### config.mk
export PLATFORM = sky130hd
export DESIGN_NAME = dlsr_ctrl
export DESIGN_NICKNAME = d
export VERILOG_FILES = /design/src/rtl/core/dlsr_pkg.sv /design/src/rtl/core/dlsr_ctrl.sv
export VERILOG_INCLUDE_DIRS = /design/src /design/src/rtl/core
export SDC_FILE = /design/constraint.sdc
export NUM_CORES = 1
export LEC_CHECK = 0
export BUFFER_PORTS_ARGS = -buffer_cell sky130_fd_sc_hd__buf_2
export CORE_MARGIN = 4
export CORE_UTILIZATION = 62
export CTS_BUF_LIST = sky130_fd_sc_hd__clkbuf_4 sky130_fd_sc_hd__clkbuf_8 sky130_fd_sc_hd__clkbuf_16
export DETAILED_ROUTE_END_ITERATION = 7
export GPL_TIMING_DRIVEN = 0
export PLACE_DENSITY = 0.92
export SLEW_MARGIN = 10
export SYNTH_ARGS = -nofsm -noshare
export SYNTH_HDL_FRONTEND = slang
export SYNTH_SLANG_ARGS = --single-unit
### constraint.sdc
create_clock -name clock -period 3.3 [get_ports clock]
set_input_delay 0.99 -clock clock [delete_from_list [all_inputs] [get_ports clock]]
set_output_delay 0.99 -clock clock [all_outputs]
set_load 0.05 [all_outputs]
### src/rtl/core/dual_lcg_shuffle_rng_top_defines.svh
// Assertion macros shared by the RNG core modules.
`ifndef DUAL_LCG_SHUFFLE_RNG_TOP_DEFINES_SVH
`define DUAL_LCG_SHUFFLE_RNG_TOP_DEFINES_SVH

`ifndef ASSERT_OFF
`define DLSR_ASSERT(label, clk, rst, prop) \
   label: assert property (@(posedge clk) disable iff (rst) prop) \
      else $error("assertion failed");
`define DLSR_ASSERT_NORST(label, clk, prop) \
   label: assert property (@(posedge clk) prop) else $error("assertion failed");
`else
`define DLSR_ASSERT(label, clk, rst, prop)
`define DLSR_ASSERT_NORST(label, clk, prop)
`endif

`endif

### src/rtl/core/dlsr_pkg.sv
package dlsr_pkg;

   localparam int TABLE_DEPTH    = 256;
   localparam int ADDR_W         = $clog2(TABLE_DEPTH);
   localparam int WORD_W         = 32;
   localparam int TIME_W         = 64;
   localparam int CMD_W          = 2;
   localparam int SET_W          = 3;
   localparam int FILL_STRIDE    = 100;
   localparam int FILL_CNT_W     = $clog2(FILL_STRIDE);
   localparam int WARMUP_STEPS   = 3761;
   localparam int STEP_W         = $clog2(WARMUP_STEPS);
   localparam int RESEED_PERIOD  = 100;
   localparam int RESEED_W       = $clog2(RESEED_PERIOD);
   localparam int FRACTION_STEPS = 7;
   localparam int FRAC_W         = $clog2(FRACTION_STEPS);

   localparam logic [SET_W-1:0]  SET_MAX      = 3'd4;
   localparam logic [WORD_W-1:0] SEED_X_RESET = 32'h3876_2CA5;
   localparam logic [WORD_W-1:0] SEED_Y_RESET = 32'h7B2C_D169;

   typedef enum logic [CMD_W-1:0] {
      CMD_INIT = 2'd0,
      CMD_WORD = 2'd1,
      CMD_FRAC = 2'd2
   } cmd_code_type;

   typedef enum logic [2:0] {
      ST_IDLE,
      ST_SEED,
      ST_FILL,
      ST_WARM,
      ST_DRAW,
      ST_DRAIN,
      ST_FINISH
   } state_type;

   typedef struct packed {
      logic              take;
      logic              seed_load;
      logic              lcg_step;
      logic              fill_wr;
      logic [ADDR_W-1:0] fill_addr;
      logic              shuf_step;
      logic              rsp_load;
      logic              rsp_zero;
   } dlsr_cmd_type;

   typedef struct packed {
      logic [WORD_W-1:0] ax;
      logic [WORD_W-1:0] bx;
      logic [WORD_W-1:0] ay;
      logic [WORD_W-1:0] by;
   } coef_type;

   function automatic coef_type coef_lookup(input logic [SET_W-1:0] set);
      coef_type c;
      case (set)
         3'd0:    c = '{32'h007D_6795, 32'h547F_289B, 32'h009B_2979, 32'hCD54_8A23};
         3'd1:    c = '{32'h009A_3717, 32'h5FA4_7831, 32'h007D_4517, 32'h1F37_9355};
         3'd2:    c = '{32'h007B_21F3, 32'hB219_D459, 32'h008A_673F, 32'h768A_B1E7};
         3'd3:    c = '{32'h009A_3257, 32'h369D_E46B, 32'h0097_326B, 32'h651F_446F};
         default: c = '{32'h0070_3F2B, 32'hD938_2B17, 32'h007A_2589, 32'hA769_1573};
      endcase
      return c;
   endfunction

endpackage

### src/rtl/core/dlsr_ctrl.sv
`include "dual_lcg_shuffle_rng_top_defines.svh"

module dlsr_ctrl (
   input  logic                        clock,
   input  logic                        reset,
   input  logic                        req_valid,
   output logic                        req_ready,
   input  logic [dlsr_pkg::CMD_W-1:0]  req_command,
   output logic                        rsp_valid,
   input  logic                        rsp_ready,
   output dlsr_pkg::dlsr_cmd_type      cmd
);
   import dlsr_pkg::*;

   localparam logic [FILL_CNT_W-1:0] INNER_LAST = FILL_CNT_W'(FILL_STRIDE - 1);
   localparam logic [ADDR_W-1:0]     ROW_LAST   = ADDR_W'(TABLE_DEPTH - 1);
   localparam logic [STEP_W-1:0]     WARM_LAST  = STEP_W'(WARMUP_STEPS - 1);
   localparam logic [FRAC_W-1:0]     FRAC_LAST  = FRAC_W'(FRACTION_STEPS - 1);

   state_type               state_ff, state_in;
   logic [FILL_CNT_W-1:0]   inner_ff, inner_in;
   logic [ADDR_W-1:0]       row_ff, row_in;
   logic [STEP_W-1:0]       step_ff, step_in;
   logic [FRAC_W-1:0]       last_ff, last_in;
   logic                    zero_ff, zero_in;
   logic                    rsp_valid_ff, rsp_valid_in;
   logic                    accept, can_load;

   assign accept   = req_valid && (state_ff == ST_IDLE);
   assign can_load = !rsp_valid_ff || rsp_ready;

   always_comb begin
      state_in = state_ff;
      unique case (state_ff)
         ST_IDLE: begin
            if (accept) begin
               unique case (cmd_code_type'(req_command))
                  CMD_INIT:           state_in = ST_SEED;
                  CMD_WORD, CMD_FRAC: state_in = ST_DRAW;
                  default:            state_in = ST_FINISH;
               endcase
            end
         end
         ST_SEED:  state_in = ST_FILL;
         ST_FILL: begin
            if (inner_ff == INNER_LAST && row_ff == ROW_LAST) state_in = ST_WARM;
         end
         ST_WARM: begin
            if (step_ff == WARM_LAST) state_in = ST_DRAIN;
         end
         ST_DRAW: begin
            if (step_ff == STEP_W'(last_ff)) state_in = ST_DRAIN;
         end
         ST_DRAIN: state_in = ST_FINISH;
         ST_FINISH: begin
            if (can_load) state_in = ST_IDLE;
         end
         default:  state_in = ST_IDLE;
      endcase
   end

   always_comb begin
      inner_in = inner_ff;
      row_in   = row_ff;
      step_in  = step_ff;
      last_in  = last_ff;
      zero_in  = zero_ff;
      unique case (state_ff)
         ST_IDLE: begin
            step_in = '0;
            if (accept) begin
               last_in = (cmd_code_type'(req_command) == CMD_FRAC) ? FRAC_LAST : '0;
               zero_in = !(cmd_code_type'(req_command) == CMD_WORD ||
                           cmd_code_type'(req_command) == CMD_FRAC);
            end
         end
         ST_SEED: begin
            inner_in = '0;
            row_in   = '0;
            step_in  = '0;
         end
         ST_FILL: begin
            if (inner_ff == INNER_LAST) begin
               inner_in = '0;
               row_in   = row_ff + 1'b1;
            end else begin
               inner_in = inner_ff + 1'b1;
            end
         end
         ST_WARM, ST_DRAW: step_in = step_ff + 1'b1;
         default: ;
      endcase
   end

   always_comb begin
      req_ready     = (state_ff == ST_IDLE);
      cmd           = '0;
      cmd.take      = accept;
      cmd.seed_load = (state_ff == ST_SEED);
      cmd.lcg_step  = (state_ff == ST_FILL);
      cmd.fill_wr   = (state_ff == ST_FILL) && (inner_ff == INNER_LAST);
      cmd.fill_addr = row_ff;
      cmd.shuf_step = (state_ff == ST_WARM) || (state_ff == ST_DRAW);
      cmd.rsp_load  = (state_ff == ST_FINISH) && can_load;
      cmd.rsp_zero  = zero_ff;
      rsp_valid_in  = cmd.rsp_load || (rsp_valid_ff && !rsp_ready);
   end

   always_ff @(posedge clock) begin
      if (reset) begin
         state_ff     <= ST_IDLE;
         inner_ff     <= '0;
         row_ff       <= '0;
         step_ff      <= '0;
         last_ff      <= '0;
         zero_ff      <= 1'b0;
         rsp_valid_ff <= 1'b0;
      end else begin
         state_ff     <= state_in;
         inner_ff     <= inner_in;
         row_ff       <= row_in;
         step_ff      <= step_in;
         last_ff      <= last_in;
         zero_ff      <= zero_in;
         rsp_valid_ff <= rsp_valid_in;
      end
   end

   assign rsp_valid = rsp_valid_ff;

   `DLSR_ASSERT(a_rsp_from_finish, clock, reset, $rose(rsp_valid_ff) |-> $past(state_ff == ST_FINISH))
   `DLSR_ASSERT(a_draw_bound, clock, reset, (state_ff == ST_DRAW) |-> (step_ff <= STEP_W'(FRAC_LAST)))
   `DLSR_ASSERT_NORST(a_reset_idle, clock, reset |=> (state_ff == ST_IDLE && !rsp_valid_ff))

endmodule

==> summary.md, run 1 <==
| Metric | Value |
|---|---|
| Clk sink count | `33` |
| Post-DP HPWL | `2920 um` |
| Worst clock skew | `0.01318 ns` |
| Cells after Synth | `229` |
| Via Count | `1718` |
| Reg2Reg Depth | `5` |
| Slew Viols, Final | `0` |
| Crit-path leading delay family | `buffers and inverters` |
| GPL Wtd Cong | `0.8277` |
| Number of antenna violations at the first check in global routing | `0` |
| Ys async rst share | `0` |
| Final Cycle Share | `0.8520` |
| R2r endpoint | `state_ff[0]` |
| Crit path largest cell delay | `0.36 ns` |
| EDFF count, synth | `0` |
| Netlist cell types | `51` |
| Post-CTS sizing | `0` |
| Worst skew pair latency | `0.34 ns` |
| Area of the mapped netlist | `1883 um2` |
| Via/cell ratio | `5.924` |
| Max Cap Violations | `0` |
| GR Util All Layers | `0.2054` |
| Initial drt markers | `109` |
| Syn nets | `243` |
| Final Hold Fails | `0` |
| Clock power share | `0.169` |
| Sw Share | `0.4484` |
| Post-layout util | `0.7377` |
| Hold path depth | `2` |
| Place WS | `0.5220 ns` |
| Crit-path max FO | `10` |
| Drt total wl | `3936 um` |
| Die Height | `63.11 um` |
| Normalized max-slew margin | `0.5483` |
| Top FF cell, synth | `dfxtp_1` |
| Sequential-to-total area share from yosys stat | `0.3508` |
| DRT Pass-1 Iters | `4` |
| Nets | `272` |
| Post-route worst setup slack | `0.4883 ns` |
| Core Box Area | `2829 um2` |
| Worst Hold Path EP | `rsp_valid` |
| Worst EP arrival | `1.82 ns` |
| First-pass GRT wire length | `6706 um` |
| Critical Path Slowest Stage Cell | `dfxtp_1` |
| Minimum clock period | `2.812 ns` |
| TNS Setup | `0 ns` |
| Worst path buffer plus inverter count | `4` |
| Residual DRC | `0` |
| Antenna cells | `0` |
| Initial Util | `0.6656` |
| CP Cell Sequence | `buf_6 -> nor3_1 -> and2_1 -> clkbuf_1 -> buf_4 -> buf_2` |
| Global route overflow | `0` |
| Reg-to-reg startpoint | `step_ff[0]` |
| Hold WS | `0.4899 ns` |
| Count of input and output buffers | `22` |
| Maximum VDD drop | `0.0006048 V` |
| Worst-Margin Slew | `0.6761 ns` |
| RSZ-0062 raised after global routing | `false` |
| Share of layout cells above drive strength 1 | `0.1815` |
| Final-report setup violation count | `0` |
| Startpoint Class | `flop` |
| Lkg Pwr | `0.8120 nW` |
| Worst-path clk slew | `0.11 ns` |
| Pwr Density | `646.9 nW/um2` |
| # fillers | `228` |
| Clock buffer depth | `2` |
| Mapped Avg Cell Area | `8.223 um2` |
| Yosys reg bits | `33` |
| Die area | `3983 um2` |
| Power share of the sequential group | `0.340` |
| Fmax | `0.3557 GHz` |
| Total power | `0.001350 W` |
| DIE WIDTH | `63.11 um` |
| Largest net degree at the start of global routing | `11` |
| Ys Warns | `0` |
| CTS tree | `done` |
| Detailed-route wire length per cell | `13.57 um` |
| Combinational share of power | `0.492` |
| R2R Setup Slk | `1.31 ns` |
| Hold Crit Class | `flop to flop` |
| Worst min-delay path startpoint | `rsp_valid` |
| CTS HTree Levels | `2` |
| CP Capture Type | `primary output` |
| Post-CTS Setup Inserts | `0` |
| Hold Buf Count CTS | `0` |
| I/O pin total | `23` |
| Row cnt | `19` |
| Switch Pwr | `0.0006054 W` |
| Critical path required time | `2.31 ns` |
| Final antenna-violating net count | `0` |
| Vias in the first global route | `1528` |
| Internal power | `0.0007446 W` |
| CTS root buf | `clkbuf_4` |
| Cts bufs inserted | `5` |
| Crit Path Class | `flop to primary output` |
| P&R area growth vs syn | `10.83%` |
| Status | `finished clean` |
[worst max path at each step]
stage	slack (ns)	endpoint	cells after the start	from
finish	0.49	cmd[14]	6	state_ff[1]
global route	0.35	cmd[14]	6	state_ff[1]
CTS	0.47	cmd[14]	6	state_ff[1]
detailed placement	0.52	cmd[14]	5	req_valid
global placement	0.55	cmd[14]	5	req_valid
floorplan	0.12	cmd[14]	5	state_ff[1]
[placed cells by master, fill, tap and decap left out, types with 4 or more instances in the layout]
master and n:
dfxtp_1 33, nor2_1 32, buf_2 24, nand2_1 15, a21oi_1 14, o21ai_0 13
nor3_1 9, nand3_1 9, ha_1 8, xnor2_1 7, clkbuf_1 6, inv_1 6
clkbuf_4 6, or3_1 5, and2_1 4, xor2_1 4
[tightest hold or removal path, stage by stage (launching register included)]
cell and delay, ns:
dfxtp_1 0.33, nand2b_1 0.06, a21oi_1 0.05
[Yosys cell counts, types with 4 or more instances]
cell type  number  area, um2
xor2_1          4      35.03
ha_1            8      100.1
a21oi_1        14      70.07
inv_1           6      22.52
nand3_1         9      45.04
dfxtp_1        33      660.6
o21ai_0        13      65.06
and2_1          4      25.02
nor3_1          9      45.04
nor2_1         32      120.1
nand2_1        15      56.30
or3_1           5      31.28
clkbuf_1        6      22.52
xnor2_1         7      61.31
[metal layers]
layer	part of all wire	up-vias	track usage
met1	0.44	792	0.2536
li1	-	873	-
met3	0.054	5	0.04263
met4	0.010	0	0.06612
met2	0.49	48	0.3544
met5	0	-	0
[power by group through the flow]
stage	registers, W	logic [W]	clock network, W
detailed placement	0.000468	0.000660	0
finish	0.000458	0.000664	0.000228
global placement	0.000466	0.000651	0
floorplan	0.000467	0.000532	0
global route	0.000463	0.000727	0.000248
CTS	0.000458	0.000664	0.000235
[registers in the layout (all words and copies together), names as in the netlist]
signal and count:
step_ff 12, inner_ff 7, state_ff 3, row_ff 8, zero_ff 1, rsp_valid 1
last_ff 1
[area by class of cell]
| cell class | instances | area (um2) | area share |
|---|---|---|---|
| inverters | 7 | 27.53 | 0.01319 |
| multi-input cells | 174 | 1097 | 0.5258 |
| flip-flops and latches | 33 | 660.6 | 0.3165 |
| clock buffers | 6 | 45.04 | 0.02158 |
| clock inverters | 2 | 10.01 | 0.004796 |
| well taps | 31 | 38.79 | 0.01859 |
| repair buffers | 22 | 110.1 | 0.05276 |
| plain buffers | 15 | 97.59 | 0.04676 |
[metrics by stage]
| stage | cell area, um2 | cells |
|---|---|---|
| global route | 2087 | 290 |
| CTS | 2087 | 290 |
| global placement | 2032 | 282 |
| detailed placement | 2032 | 282 |
| floorplan | 1883 | 229 |
| finish | 2087 | 290 |
[cells by family (layout without fill, tap and decap cells)]
logic type | after synthesis | count (layout) | synth area share
flops | 33 | 33 | 0.3508
simple gates | 103 | 103 | 0.2877
buf+inv | 22 | 52 | 0.06644
xor+xnor | 11 | 11 | 0.05116
compound gates | 49 | 49 | 0.1748
fa+ha+maj | 8 | 8 | 0.05316
mux | 3 | 3 | 0.01595
Note: power is estimated with default switching activity, not from simulation.
==> inputs of run 2 (changes only) <==
- CORE_UTILIZATION: 62 -> 35
- PLACE_DENSITY: 0.92 -> 0.61
==> summary.md, run 2 (synthesis results as in run 1) <==
| Metric | Value |
|---|---|
| Post-CTS Setup Inserts | `0 (unchanged)` |
| Combinational share of power | `0.466 (-0.026)` |
| Final Cycle Share | `0.8333 (-0.01877)` |
| Post-CTS sizing | `0 (unchanged)` |
| Worst clock skew | `0.007763 ns (-0.005415 ns)` |
| Share of layout cells above drive strength 1 | `0.1815 (unchanged)` |
| Reg-to-reg startpoint | `step_ff[4]` |
| Worst-Margin Slew | `0.6537 ns (-0.02245 ns)` |
| Pwr Density | `660.6 nW/um2 (+2.1%)` |
| Reg2Reg Depth | `6 (+1)` |
| Residual DRC | `0 (unchanged)` |
| DIE WIDTH | `81.35 um (+29%)` |
| Nets | `272 (unchanged)` |
| R2r endpoint | `state_ff[0]` |
| Sw Share | `0.4341 (-0.01438)` |
| First-pass GRT wire length | `6955 um (+3.7%)` |
| Startpoint Class | `input port` |
| Number of antenna violations at the first check in global routing | `0 (unchanged)` |
| RSZ-0062 raised after global routing | `false` |
| Placed inst area | `2081 um2 (+2.4%)` |
| P&R area growth vs syn | `15.08%` |
| R2R Setup Slk | `1.33 ns (+0.02 ns)` |
| Commonest non-fill, non-tap cell in the layout | `dfxtp_1` |
| CTS root buf | `clkbuf_8` |
| Post-DP HPWL | `2948 um (+0.95%)` |
| Global route overflow | `0 (unchanged)` |
| Drt total wl | `3996 um (+1.5%)` |
| GR Util All Layers | `0.1350 (-0.07040)` |
| Critical path launch point | `req_valid` |
| Crit-path max FO | `4 (-6)` |
| Normalized max-slew margin | `0.5633 (+0.01500)` |
| Clk sink count | `33 (unchanged)` |
| GPL Wtd Cong | `0.8001 (-3.3%)` |
| Largest net degree at the start of global routing | `11 (unchanged)` |
| Power share of the sequential group | `0.320 (-0.020)` |
| Maximum VDD drop | `0.0002845 V (-53%)` |
| Lkg Pwr | `0.8250 nW (+1.6%)` |
| Largest registers | `step_ff x12, row_ff x8, inner_ff x7` |
| Hold Buf Count CTS | `0 (unchanged)` |
| Minimum clock period | `2.750 ns (-0.06194 ns)` |
| Slew Viols, Final | `0 (unchanged)` |
| Crit Path Class | `input port to primary output` |
| Clock power share | `0.214 (+0.045)` |
| Final antenna-violating net count | `0 (unchanged)` |
| Post-layout util | `0.4190 (-0.3188)` |
| Internal power | `0.0008102 W (+8.8%)` |
| Total power | `0.001432 W (+6.0%)` |
| Detailed-route wire length per cell | `12.15 um (-11%)` |
| Most flops, register | `step_ff` |
| Fmax | `0.3637 GHz (+2.3%)` |
| Initial drt markers | `51 (-53%)` |
| Die Height | `81.35 um (+29%)` |
| TNS Setup | `0 ns (unchanged)` |
| Row cnt | `26 (+7)` |
| Worst-path clk slew | `0.07 ns (-0.04 ns)` |
| Clock buffer depth | `2 (unchanged)` |
| Worst skew pair latency | `0.29 ns (-0.05 ns)` |
| Die area | `6618 um2 (+66%)` |
| Cts bufs inserted | `5 (unchanged)` |
| Via/cell ratio | `5.012 (-15%)` |
| Hold Crit Class | `flop to flop` |
| I/O pin total | `23 (unchanged)` |
| Post-Layout Inst Area | `2167 um2 (+3.8%)` |
| Antenna cells | `0 (unchanged)` |
| Via Count | `1649 (-4.0%)` |
| Core Box Area | `5172 um2 (+83%)` |
| Vias in the first global route | `1560 (+2.1%)` |
| Max Cap Violations | `0 (unchanged)` |
| Initial Util | `0.3641 (-0.3016)` |
| Setup crit end | `cmd[14]` |
| CTS HTree Levels | `2 (unchanged)` |
| Most frequent cells in the layout | `33 x dfxtp_1, 32 x nor2_1, 24 x buf_2` |
| Worst EP arrival | `1.76 ns (-0.06 ns)` |
| Final Hold Fails | `0 (unchanged)` |
| CTS tree | `done` |
| Largest register FFs | `12 (unchanged)` |
| Status | `finished clean` |
| CP Capture Type | `primary output` |
| Critical path required time | `2.31 ns (about the same)` |
| Count of input and output buffers | `22 (unchanged)` |
| DRT Pass-1 Iters | `4 (unchanged)` |
| Switch Pwr | `0.0006214 W (+2.6%)` |
| Final-report setup violation count | `0 (unchanged)` |
[run 2: how the worst min path moves through the flow]
stage / startpoint / to / slack, ns / depth (start not counted)
final: rsp_valid / rsp_valid / 0.49 / 2
after global routing: rsp_valid / rsp_valid / 0.51 / 2
after CTS: rsp_valid / rsp_valid / 0.49 / 2
after detailed placement: rsp_valid / rsp_valid / 0.48 / 2
after global placement: rsp_valid / rsp_valid / 0.47 / 2
after floorplan: inner_ff[6] / inner_ff[6] / 0.44 / 1
[run 2: metal layers]
metal / GRT usage / vias to the layer above / part of all wire
met5: 0 / - / 0
met1: 0.1759 / 751 / 0.50
met4: 0.05068 / 0 / 0.015
met3: 0.04324 / 5 / 0.039
met2: 0.2068 / 21 / 0.45
li1: - / 872 / -
[run 2: critical path, stage by stage]
cell and delay [ns]:
buf_2 0.08, and2_1 0.11, clkbuf_1 0.19, buf_4 0.14, buf_2 0.25
[run 2: layout make-up]
type	count	area [um2]
fill	513	3005
multi-input combinational	174	1097
sequential	33	660.6
timing repair buffer	22	110.1
buffer	15	97.59
tap	70	87.58
clock buffer	6	76.32
inverter	7	27.53
clock inverter	2	10.01
[run 2: per-stage QoR]
step	cells	worst slack, ns	hold slack, ns
after global routing	329	0.3667	0.5137
after floorplan	229	0.1209	0.4428
after detailed placement	321	0.5551	0.4753
after global placement	321	0.5417	0.4656
final	329	0.5503	0.4857
after CTS	329	0.5463	0.4863
[run 2: power groups by stage]
| stage | registers (W) | clock network [W] | logic (W) |
|---|---|---|---|
| final | 0.000459 | 0.000306 | 0.000667 |
| after global routing | 0.000464 | 0.000340 | 0.000735 |
| after CTS | 0.000459 | 0.000314 | 0.000670 |
| after detailed placement | 0.000468 | 0 | 0.000668 |
| after global placement | 0.000467 | 0 | 0.000663 |
| after floorplan | 0.000467 | 0 | 0.000532 |
==> inputs of run 3 (changes only) <==
- clock period: 3.3 -> 2.85 ns (I/O delays scaled with it)
==> summary.md, run 3 (synthesis results as in run 1) <==
| Metric | Value |
|---|---|
| CTS root buf | `clkbuf_8` |
| Hold Buf Count CTS | `0 (unchanged)` |
| Largest net degree at the start of global routing | `11 (unchanged)` |
| DRT Pass-1 Iters | `4 (unchanged)` |
| GR Util All Layers | `0.1383 (+0.003347)` |
| Post-route worst setup slack | `0.2055 ns (-0.3447 ns)` |
| Maximum VDD drop | `0.0003864 V (+36%)` |
| Nets | `272 (unchanged)` |
| Final Cycle Share | `0.9279` |
| Crit Path Class | `flop to primary output` |
| Worst EP arrival | `1.79 ns (+0.03 ns)` |
| Initial Util | `0.3641 (unchanged)` |
| Row cnt | `26 (unchanged)` |
| Crit path largest cell delay | `0.38 ns (+0.13 ns)` |
| Clk sink count | `33 (unchanged)` |
| GPL Wtd Cong | `0.8510 (+6.4%)` |
| CTS HTree Levels | `2 (unchanged)` |
| Most frequent cells in the layout | `33 x dfxtp_1, 32 x nor2_1, 24 x buf_2` |
| Post-CTS sizing | `0 (unchanged)` |
| Global route overflow | `0 (unchanged)` |
| Slew Viols, Final | `0 (unchanged)` |
| Lkg Pwr | `0.8211 nW (-0.46%)` |
| Worst-Margin Slew | `0.6359 ns (-0.01782 ns)` |
| Count of input and output buffers | `22 (unchanged)` |
| P&R area growth vs syn | `15.55%` |
| Die Height | `81.35 um (unchanged)` |
| Via Count | `1685 (+2.2%)` |
| Status | `finished clean` |
| Post-DP HPWL | `3028 um (+2.7%)` |
| Normalized max-slew margin | `0.5752 (+0.01190)` |
| Clock buffer depth | `2 (unchanged)` |
| Critical Path Slowest Stage Cell | `or3b_1` |
| Post-CTS Setup Inserts | `0 (unchanged)` |
| Minimum clock period | `2.644 ns` |
| Final-report setup violation count | `0 (unchanged)` |
| Core Box Area | `5172 um2 (unchanged)` |
| Worst path buffer plus inverter count | `4 (unchanged)` |
| Final antenna-violating net count | `0 (unchanged)` |
| DIE WIDTH | `81.35 um (unchanged)` |
| First-pass GRT wire length | `7245 um (+4.2%)` |
| Commonest non-fill, non-tap cell in the layout | `dfxtp_1` |
| TNS Setup | `0 ns (unchanged)` |
| Most flops, register | `step_ff` |
| Startpoint Class | `flop` |
| Antenna cells | `0 (unchanged)` |
| RSZ-0062 raised after global routing | `false` |
| Crit-path leading delay family | `buffers and inverters` |
| Worst skew pair latency | `0.28 ns (about the same)` |
| Largest registers | `step_ff x12, row_ff x8, inner_ff x7` |
| Number of antenna violations at the first check in global routing | `0 (unchanged)` |
| Final Hold Fails | `0 (unchanged)` |
| CP Capture Type | `primary output` |
| Fmax | `0.3782 GHz` |
| Max Cap Violations | `0 (unchanged)` |
| Die area | `6618 um2 (unchanged)` |
| Residual DRC | `0 (unchanged)` |
| Hold WS | `0.4828 ns (-0.002846 ns)` |
| Hold Crit Class | `flop to flop` |
| Cts bufs inserted | `5 (unchanged)` |
| I/O pin total | `23 (unchanged)` |
| Drt total wl | `4209 um (+5.3%)` |
| Place WS | `0.3837 ns (-0.1714 ns)` |
| Share of layout cells above drive strength 1 | `0.1822 (+0.0007034)` |
| Worst clock skew | `0.003675 ns (-0.004089 ns)` |
| CTS tree | `done` |
| Via/cell ratio | `5.137 (+2.5%)` |
| Worst-path clk slew | `0.07 ns (about the same)` |
| Crit-path max FO | `9 (+5)` |
| Critical path required time | `2.00 ns (-0.31 ns)` |
| Detailed-route wire length per cell | `12.83 um (+5.7%)` |
| Initial drt markers | `97 (+90%)` |
| Largest register FFs | `12 (unchanged)` |
| Pwr Density | `771.9 nW/um2 (+17%)` |
| Vias in the first global route | `1573 (+0.83%)` |
| CP Cell Sequence | `buf_6 -> or3b_1 -> buf_4 -> clkinv_2 -> and3_1 -> buf_2` |
==> run 3: changes by cell type in the layout (fill, tap and decap cells not counted), sizes merged <==
cell | before | now
clkinv | 3 | 1
clkinvlp | 0 | 1
==> run 3: area by class of cell <==
cell class	instances	area, um2
Tap cell	70	87.58
Clock buffer	6	82.58
Sequential cell	33	660.6
Multi-Input combinational cell	174	1102
Buffer	15	97.59
Timing Repair Buffer	22	110.1
Clock inverter	1	7.507
Fill cell	518	2997
Inverter	7	27.53
==> run 3: worst paths after layout <==
path                            cells after the start   startpoint         to  slack [ns]
worst max-delay path                                6  state_ff[2]    cmd[11]        0.21
worst min-delay path                                2    rsp_valid  rsp_valid        0.48
worst max register to register                      9  state_ff[2]  row_ff[6]        0.82
worst min register to register                      2    rsp_valid  rsp_valid        0.48
==> run 3: power breakdown <==
| group | total [W] | leakage (nW) | internal, W | switching, W |
|---|---|---|---|---|
| Combinational | 0.000783 | 0.511 | 0.000263 | 0.000520 |
| Clock | 0.000365 | 0.0433 | 0.000191 | 0.000174 |
| Sequential | 0.000531 | 0.267 | 0.000500 | 0.0000317 |
| Total | 0.00168 | 0.821 | 0.000954 | 0.000726 |
==> run 3: worst reg2reg max path: cells and delay by family, from the launching register on <==
family | cells | cell delay (ns)
AND/OR/NAND/NOR | 3 | 0.70
buffers and inverters | 4 | 0.62
flip-flops | 1 | 0.31
XOR/XNOR | 1 | 0.16
AO/OA/AOI/OAI | 1 | 0.12
==> run 3: per-layer routing <==
layer / global-route usage / share of wire
met1: 0.1773 / 0.48
met2: 0.2288 / 0.47
met3: 0.02993 / 0.033
met4: 0.04561 / 0.016
met5: 0 / 0
==> run 3: through the flow <==
| step | cell area, um2 | std cells | utilization | total power [W] |
|---|---|---|---|---|
| 3_3_place_gp | 2086 | 321 | 0.4032 | 0.001320 |
| 4_1_cts | 2176 | 328 | 0.4207 | 0.001700 |
| 2_1_floorplan | 1888 | 229 | - | 0.001164 |
| 3_5_place_dp | 2086 | 321 | 0.4032 | 0.001328 |
| 5_1_grt | 2176 | 328 | 0.4207 | 0.001799 |
| 6_report | 2176 | 328 | 0.4207 | 0.001680 |
